===== src/design/rotr_pkg.sv =====
package rotr_pkg;

   localparam int CSR_INDEX_W = 2;
   localparam int CSR_DATA_W  = 8;
   localparam int COLOR_W     = 8;

   // register indexes
   localparam logic [CSR_INDEX_W-1:0] REG_FRAME_WIDTH  = 2'd0;
   localparam logic [CSR_INDEX_W-1:0] REG_FRAME_HEIGHT = 2'd1;

   // request functions
   localparam logic FUNC_LOAD  = 1'b0;
   localparam logic FUNC_DRAIN = 1'b1;

   localparam logic [CSR_DATA_W-1:0] DIM_RESET = 8'd128;

   typedef struct packed {
      logic               func;
      logic [COLOR_W-1:0] red_in;
      logic [COLOR_W-1:0] green_in;
      logic [COLOR_W-1:0] blue_in;
   } req_type;

   typedef struct packed {
      logic               pixel_valid;
      logic [COLOR_W-1:0] red_out;
      logic [COLOR_W-1:0] green_out;
      logic [COLOR_W-1:0] blue_out;
      logic               last_pixel;
   } rsp_type;

   typedef struct packed {
      logic [COLOR_W-1:0] red;
      logic [COLOR_W-1:0] green;
      logic [COLOR_W-1:0] blue;
   } pixel_type;

   // status of one drain beat, carried to the response stage
   typedef struct packed {
      logic pixel_valid;
      logic last_pixel;
   } meta_type;

endpackage


===== src/design/rotr_ctrl.sv =====
module rotr_ctrl #(
   parameter int MAX_DIM = 128,
   parameter int DIM_W   = 7,
   parameter int ADDR_W  = 14
) (
   input  logic                                 clock,
   input  logic                                 reset,
   input  logic                                 csr_fire,
   input  logic [rotr_pkg::CSR_INDEX_W-1:0]     csr_index,
   input  logic [rotr_pkg::CSR_DATA_W-1:0]      csr_data,
   input  logic                                 req_fire,
   input  rotr_pkg::req_type                    req_data,
   output logic                                 mem_wr_en,
   output logic                                 mem_rd_en,
   output logic [ADDR_W-1:0]                    mem_addr,
   output rotr_pkg::pixel_type                  mem_wdata,
   output logic                                 rsp_push,
   output rotr_pkg::meta_type                   rsp_meta
);
   import rotr_pkg::*;

   localparam int CNT_W = $clog2(MAX_DIM + 1);

   function automatic logic [CNT_W-1:0] eff_dim(input logic [CSR_DATA_W-1:0] v);
      logic [CNT_W-1:0] r;
      if (v == '0) begin
         r = CNT_W'(1);
      end else if (32'(v) > MAX_DIM) begin
         r = CNT_W'(MAX_DIM);
      end else begin
         r = CNT_W'(v);
      end
      return r;
   endfunction

   logic [CNT_W-1:0] width_ff, width_in;
   logic [CNT_W-1:0] height_ff, height_in;
   logic [DIM_W-1:0] load_row_ff, load_row_in;
   logic [DIM_W-1:0] load_col_ff, load_col_in;
   logic [DIM_W-1:0] emit_row_ff, emit_row_in;
   logic [DIM_W-1:0] emit_col_ff, emit_col_in;
   logic             ready_ff, ready_in;

   logic [DIM_W-1:0] lr, lc;
   logic [CNT_W-1:0] lr_inc, lc_inc, er_inc, ec_inc, src_row;
   logic             drain_ok;
   logic             csr_hit;

   always_comb begin
      width_in    = width_ff;
      height_in   = height_ff;
      load_row_in = load_row_ff;
      load_col_in = load_col_ff;
      emit_row_in = emit_row_ff;
      emit_col_in = emit_col_ff;
      ready_in    = ready_ff;
      mem_wr_en   = 1'b0;
      mem_rd_en   = 1'b0;
      mem_addr    = '0;
      mem_wdata   = {req_data.red_in, req_data.green_in, req_data.blue_in};
      rsp_push    = 1'b0;
      rsp_meta    = '0;

      // wrap a stale load position back to the origin
      if (CNT_W'(load_row_ff) >= height_ff || CNT_W'(load_col_ff) >= width_ff) begin
         lr = '0;
         lc = '0;
      end else begin
         lr = load_row_ff;
         lc = load_col_ff;
      end
      lr_inc   = CNT_W'(lr) + CNT_W'(1);
      lc_inc   = CNT_W'(lc) + CNT_W'(1);
      er_inc   = CNT_W'(emit_row_ff) + CNT_W'(1);
      ec_inc   = CNT_W'(emit_col_ff) + CNT_W'(1);
      src_row  = height_ff - CNT_W'(1) - CNT_W'(emit_col_ff);
      drain_ok = ready_ff && (CNT_W'(emit_row_ff) < width_ff)
                 && (CNT_W'(emit_col_ff) < height_ff);
      // writes to unused indexes are dropped
      csr_hit  = (csr_index == REG_FRAME_WIDTH) || (csr_index == REG_FRAME_HEIGHT);

      if (csr_fire) begin
         if (csr_hit) begin
            load_row_in = '0;
            load_col_in = '0;
            emit_row_in = '0;
            emit_col_in = '0;
            ready_in    = 1'b0;
         end
         unique case (csr_index)
            REG_FRAME_WIDTH:  width_in  = eff_dim(csr_data);
            REG_FRAME_HEIGHT: height_in = eff_dim(csr_data);
            default: ;
         endcase
      end else if (req_fire) begin
         unique case (req_data.func)
            FUNC_LOAD: begin
               if (ready_ff) begin
                  ready_in    = 1'b0;
                  emit_row_in = '0;
                  emit_col_in = '0;
               end
               mem_wr_en = 1'b1;
               mem_addr  = {lr, lc};
               if (lc_inc >= width_ff) begin
                  load_col_in = '0;
                  if (lr_inc >= height_ff) begin
                     load_row_in = '0;
                     ready_in    = 1'b1;
                     emit_row_in = '0;
                     emit_col_in = '0;
                  end else begin
                     load_row_in = lr_inc[DIM_W-1:0];
                  end
               end else begin
                  load_row_in = lr;
                  load_col_in = lc_inc[DIM_W-1:0];
               end
            end
            FUNC_DRAIN: begin
               rsp_push = 1'b1;
               if (drain_ok) begin
                  mem_rd_en            = 1'b1;
                  mem_addr             = {src_row[DIM_W-1:0], emit_row_ff};
                  rsp_meta.pixel_valid = 1'b1;
                  if (ec_inc >= height_ff) begin
                     emit_col_in = '0;
                     if (er_inc >= width_ff) begin
                        emit_row_in         = '0;
                        rsp_meta.last_pixel = 1'b1;
                        ready_in            = 1'b0;
                     end else begin
                        emit_row_in = er_inc[DIM_W-1:0];
                     end
                  end else begin
                     emit_col_in = ec_inc[DIM_W-1:0];
                  end
               end
            end
            default: ;
         endcase
      end
   end

   always_ff @(posedge clock) begin
      if (reset) begin
         width_ff    <= eff_dim(DIM_RESET);
         height_ff   <= eff_dim(DIM_RESET);
         load_row_ff <= '0;
         load_col_ff <= '0;
         emit_row_ff <= '0;
         emit_col_ff <= '0;
         ready_ff    <= 1'b0;
      end else begin
         width_ff    <= width_in;
         height_ff   <= height_in;
         load_row_ff <= load_row_in;
         load_col_ff <= load_col_in;
         emit_row_ff <= emit_row_in;
         emit_col_ff <= emit_col_in;
         ready_ff    <= ready_in;
      end
   end

endmodule


===== config.mk =====
export PLATFORM = sky130hd
export DESIGN_NAME = rotr_ctrl
export DESIGN_NICKNAME = d
export VERILOG_FILES = /design/src/design/rotr_pkg.sv /design/src/design/rotr_ctrl.sv
export SDC_FILE = /design/constraint.sdc
export NUM_CORES = 1
export LEC_CHECK = 0
export BUFFER_PORTS_ARGS = -buffer_cell sky130_fd_sc_hd__buf_2
export CORE_ASPECT_RATIO = 0.75
export CORE_MARGIN = 5
export CORE_UTILIZATION = 51
export CTS_CLUSTER_DIAMETER = 40
export CTS_CLUSTER_SIZE = 16
export DETAILED_ROUTE_END_ITERATION = 6
export PLACE_DENSITY = 0.77
export SYNTH_ARGS = -nofsm -noshare
export SYNTH_HDL_FRONTEND = slang
export SYNTH_SLANG_ARGS = --single-unit

===== constraint.sdc =====
create_clock -name clock -period 4.5 [get_ports clock]
set_input_delay 0.9 -clock clock [delete_from_list [all_inputs] [get_ports clock]]
set_output_delay 0.9 -clock clock [all_outputs]
set_load 0.02 [all_outputs]

==> results.cfg <==
[route]
detail_route.first_pass.iterations = 6
remaining_drc_errors = 0
routedWlPerCell_um = 18.4
vias = 4238
routed_wl_mm = 12.7
first_iter_violations = 423
vias_per_cell = 6.12
antenna_left = 0

[floorplanning]
initial_utilization_pct = 51.4
ioPinCount = 82
die_w_um = 116
core_mm2 = 0.00835
fp.dieH_um = 89.4
rows = 29
dieArea_mm2 = 0.0104

[sta]
min_period_ns = 4.42
fin_ws_ns = 0.0761
min_period_over_period_pct = 98.3
relSlewSlack_pct = 42.0
fmaxAchievable_mhz = 226
finalMaxSlewViolations = 0
setup_viol = 0
fin_setup_tns_ns = 0
clock_skew_ns = 0.00634
hold_viol = 0
worst_pin_slew_ns = 0.867

[worst_setup_path]
cp-end-kind = register
cp.arrival_ns = 4.66
path_class = reg -> reg
startpoint_type = register
r2r_cells = 20
path_max_fanout = 7
r2r-start = load_row_ff[0]$_SDFFE_PP0P_
cp.required_ns = 4.73
r2r_slack_ns = 0.08
regToRegEndpoint = emit_col_ff[3]$_SDFFE_PP0P_

[worst_hold_path]
hp-start = width_ff[1]$_SDFFE_PP0P_
whs_path_depth = 2
whs_endpoint = width_ff[1]$_SDFFE_PP0P_
hp-class = reg -> reg

[place]
dp_hpwl_mm = 9.70
gp_congestion = 0.951
portBuffers = 33
post_dp_cell_area_mm2 = 0.00458
place_ws_ns = -0.130
dp.cells = 676

[synthesis]
synthCells = 542
yosys.cell_types.count = 64
synthFlopType = dfxtp_1
syn_area_mm2 = 0.00429
synth_fp_nets = 652
avgSynthCellArea_um2 = 7.92
yosys_warnings = 0
ys_ff_latch = 45
synth_edf_count = 0
async_flop_share_pct = 0
yosysSeqAreaShare_pct = 21.0

[global_routing]
grt_pass1_wl_mm = 18.9
grt_usage_pct = 23.5
grt_pass1_vias = 3711
grt_overflow = 0
antenna_found_initial = 0
grt_max_degree = 33

[flow_run]
drv_cap = 0

[clock_tree]
root_buffer = clkbuf_16
htreeDepth = 2
cts.sinks = 45
clockBufferDepth = 2
clock_latency_ns = 0.29
cts_tree = done
cts_hold_buf = 0
clk_pin_slew_ns = 0.07
cts_buffers = 5

[cells_and_area]
n_antenna_cell = 0
areaGrowthSynthToFinish_pct = 15.1
design_area_mm2 = 0.00494
layout_common_cells = ha_1, nand2_1, a21oi_1, dfxtp_1, buf_4
final_common_cell = ha_1
drive_gt1_share_pct = 20.5
nets = 695
fin_cells = 693

[power_and_ir_drop]
p_per_area_mw_per_mm2 = 187
peakVddDrop_uv = 217
leakagePower_nw = 2.24
fin_total_pwr_uw = 924

[outcome]
status = finished clean
==> stage by stage <==
stage          hold WS, ns  util [%]
6_report             0.459      59.2
5_1_grt              0.485      59.2
4_1_cts              0.466      57.0
3_5_place_dp         0.457      54.9
3_3_place_gp         0.450      54.9
2_1_floorplan        0.436         -
==> worst max-delay path by stage <==
stage,start,end,slack [ns],depth (start not counted)
detailed placement,load_row_ff[0]$_SDFFE_PP0P_,emit_col_ff[3]$_SDFFE_PP0P_,-0.13,21
CTS,load_row_ff[0]$_SDFFE_PP0P_,emit_col_ff[3]$_SDFFE_PP0P_,0.01,22
finish,load_row_ff[0]$_SDFFE_PP0P_,emit_col_ff[3]$_SDFFE_PP0P_,0.08,20
global route,height_ff[2]$_SDFFE_PP0P_,emit_row_ff[0]$_SDFFE_PP0P_,-0.05,20
floorplan,load_row_ff[0]$_SDFFE_PP0P_,emit_col_ff[0]$_SDFFE_PP0P_,0.05,20
global placement,load_row_ff[0]$_SDFFE_PP0P_,load_row_ff[6]$_SDFFE_PP0P_,0.05,20
==> sequential cells by signal, indices dropped and copies added, names as in the netlist <==
signal,flops
load_col_ff,7
load_row_ff,7
height_ff,8
emit_row_ff,7
width_ff,8
ready_ff,1
emit_col_ff,7
==> routing by layer <==
| layer | part of all wire, % | global-route usage, % | wire (µm) |
|---|---|---|---|
| met5 | 0 | 0 | 0 |
| met4 | 1.8 | 5.27 | 234 |
| met3 | 8.7 | 4.80 | 1100 |
| met2 | 43 | 35.1 | 5420 |
| met1 | 47 | 34.8 | 5960 |
==> logic make-up (layout without fill, tap and decap cells) <==
logic type	after synthesis	after routing	synth area share [%]
AND/OR/NAND/NOR	180	180	20.3
AO/OA/AOI/OAI	149	149	24.5
buffers and inverters	76	119	9.01
adder cells (fa/ha/maj)	71	71	20.9
flip-flops	45	45	21.0
XOR/XNOR	20	20	4.08
multiplexers	1	1	0.262
==> report_power, final <==
group	internal [mW]	switching [mW]
logic	0.0570	0.0925
clock network	0.204	0.163
registers	0.403	0.00484
total	0.664	0.261
==> layout make-up <==
class,instances,area (µm²)
Fill cell,748,3400
Sequential cell,45,905
Multi-Input combinational cell,421,3130
Tap cell,108,135
Clock buffer,5,125
Clock inverter,2,16.3
Inverter,37,139
Timing Repair Buffer,75,488
==> worst max-delay path, cell delays in order (launching register included) <==
cell	delay [ns]
dfxtp_2	0.34
inv_2	0.05
ha_1	0.27
nand2b_1	0.15
a2111o_1	0.40
a211oi_4	0.29
o21ai_4	0.12
nor2_2	0.18
ha_2	0.23
nand3_4	0.09
xor2_1	0.17
nor2_1	0.06
ha_1	0.30
a21o_1	0.19
a2111oi_2	0.30
o21a_2	0.26
nor2_4	0.07
a2111oi_4	0.37
buf_6	0.18
a22o_4	0.18
a22o_1	0.15
==> cell usage after synthesis (2+ instances only) <==
cell type | n | area [µm²]
a211oi_1 | 3 | 22.5
a21boi_0 | 2 | 15.0
a21o_1 | 16 | 120
a21oi_1 | 44 | 220
a22o_1 | 19 | 166
a31o_2 | 2 | 17.5
a31oi_1 | 7 | 43.8
a41oi_1 | 2 | 17.5
and2_1 | 3 | 18.8
and3_1 | 7 | 43.8
buf_1 | 3 | 11.3
buf_2 | 3 | 15.0
buf_4 | 26 | 195
clkbuf_1 | 7 | 26.3
dfxtp_1 | 45 | 901
ha_1 | 70 | 876
inv_1 | 36 | 135
nand2_1 | 60 | 225
nand2b_1 | 14 | 87.6
nand3_1 | 16 | 80.1
nand3b_1 | 2 | 15.0
nor2_1 | 41 | 154
nor2_2 | 2 | 12.5
nor2b_1 | 11 | 68.8
nor3_1 | 6 | 30.0
nor4_1 | 6 | 37.5
o2111ai_1 | 2 | 17.5
o211a_1 | 2 | 20.0
o211ai_1 | 5 | 37.5
o21a_1 | 4 | 30.0
o21ai_0 | 21 | 105
o32ai_1 | 2 | 17.5
or2_2 | 2 | 12.5
or4_1 | 3 | 22.5
xnor2_1 | 11 | 96.3
xor2_1 | 9 | 78.8
==> repair_timing <==
item | 4_1_cts | 5_1_grt
pin swaps | 3 | 15
gates resized for setup | 5 | 30
hold endpoints to repair | 0 | 0
endpoints found under the setup margin | 18 | 29
setup buffers | 2 | 8
Note: power is estimated with default switching activity, not from simulation.
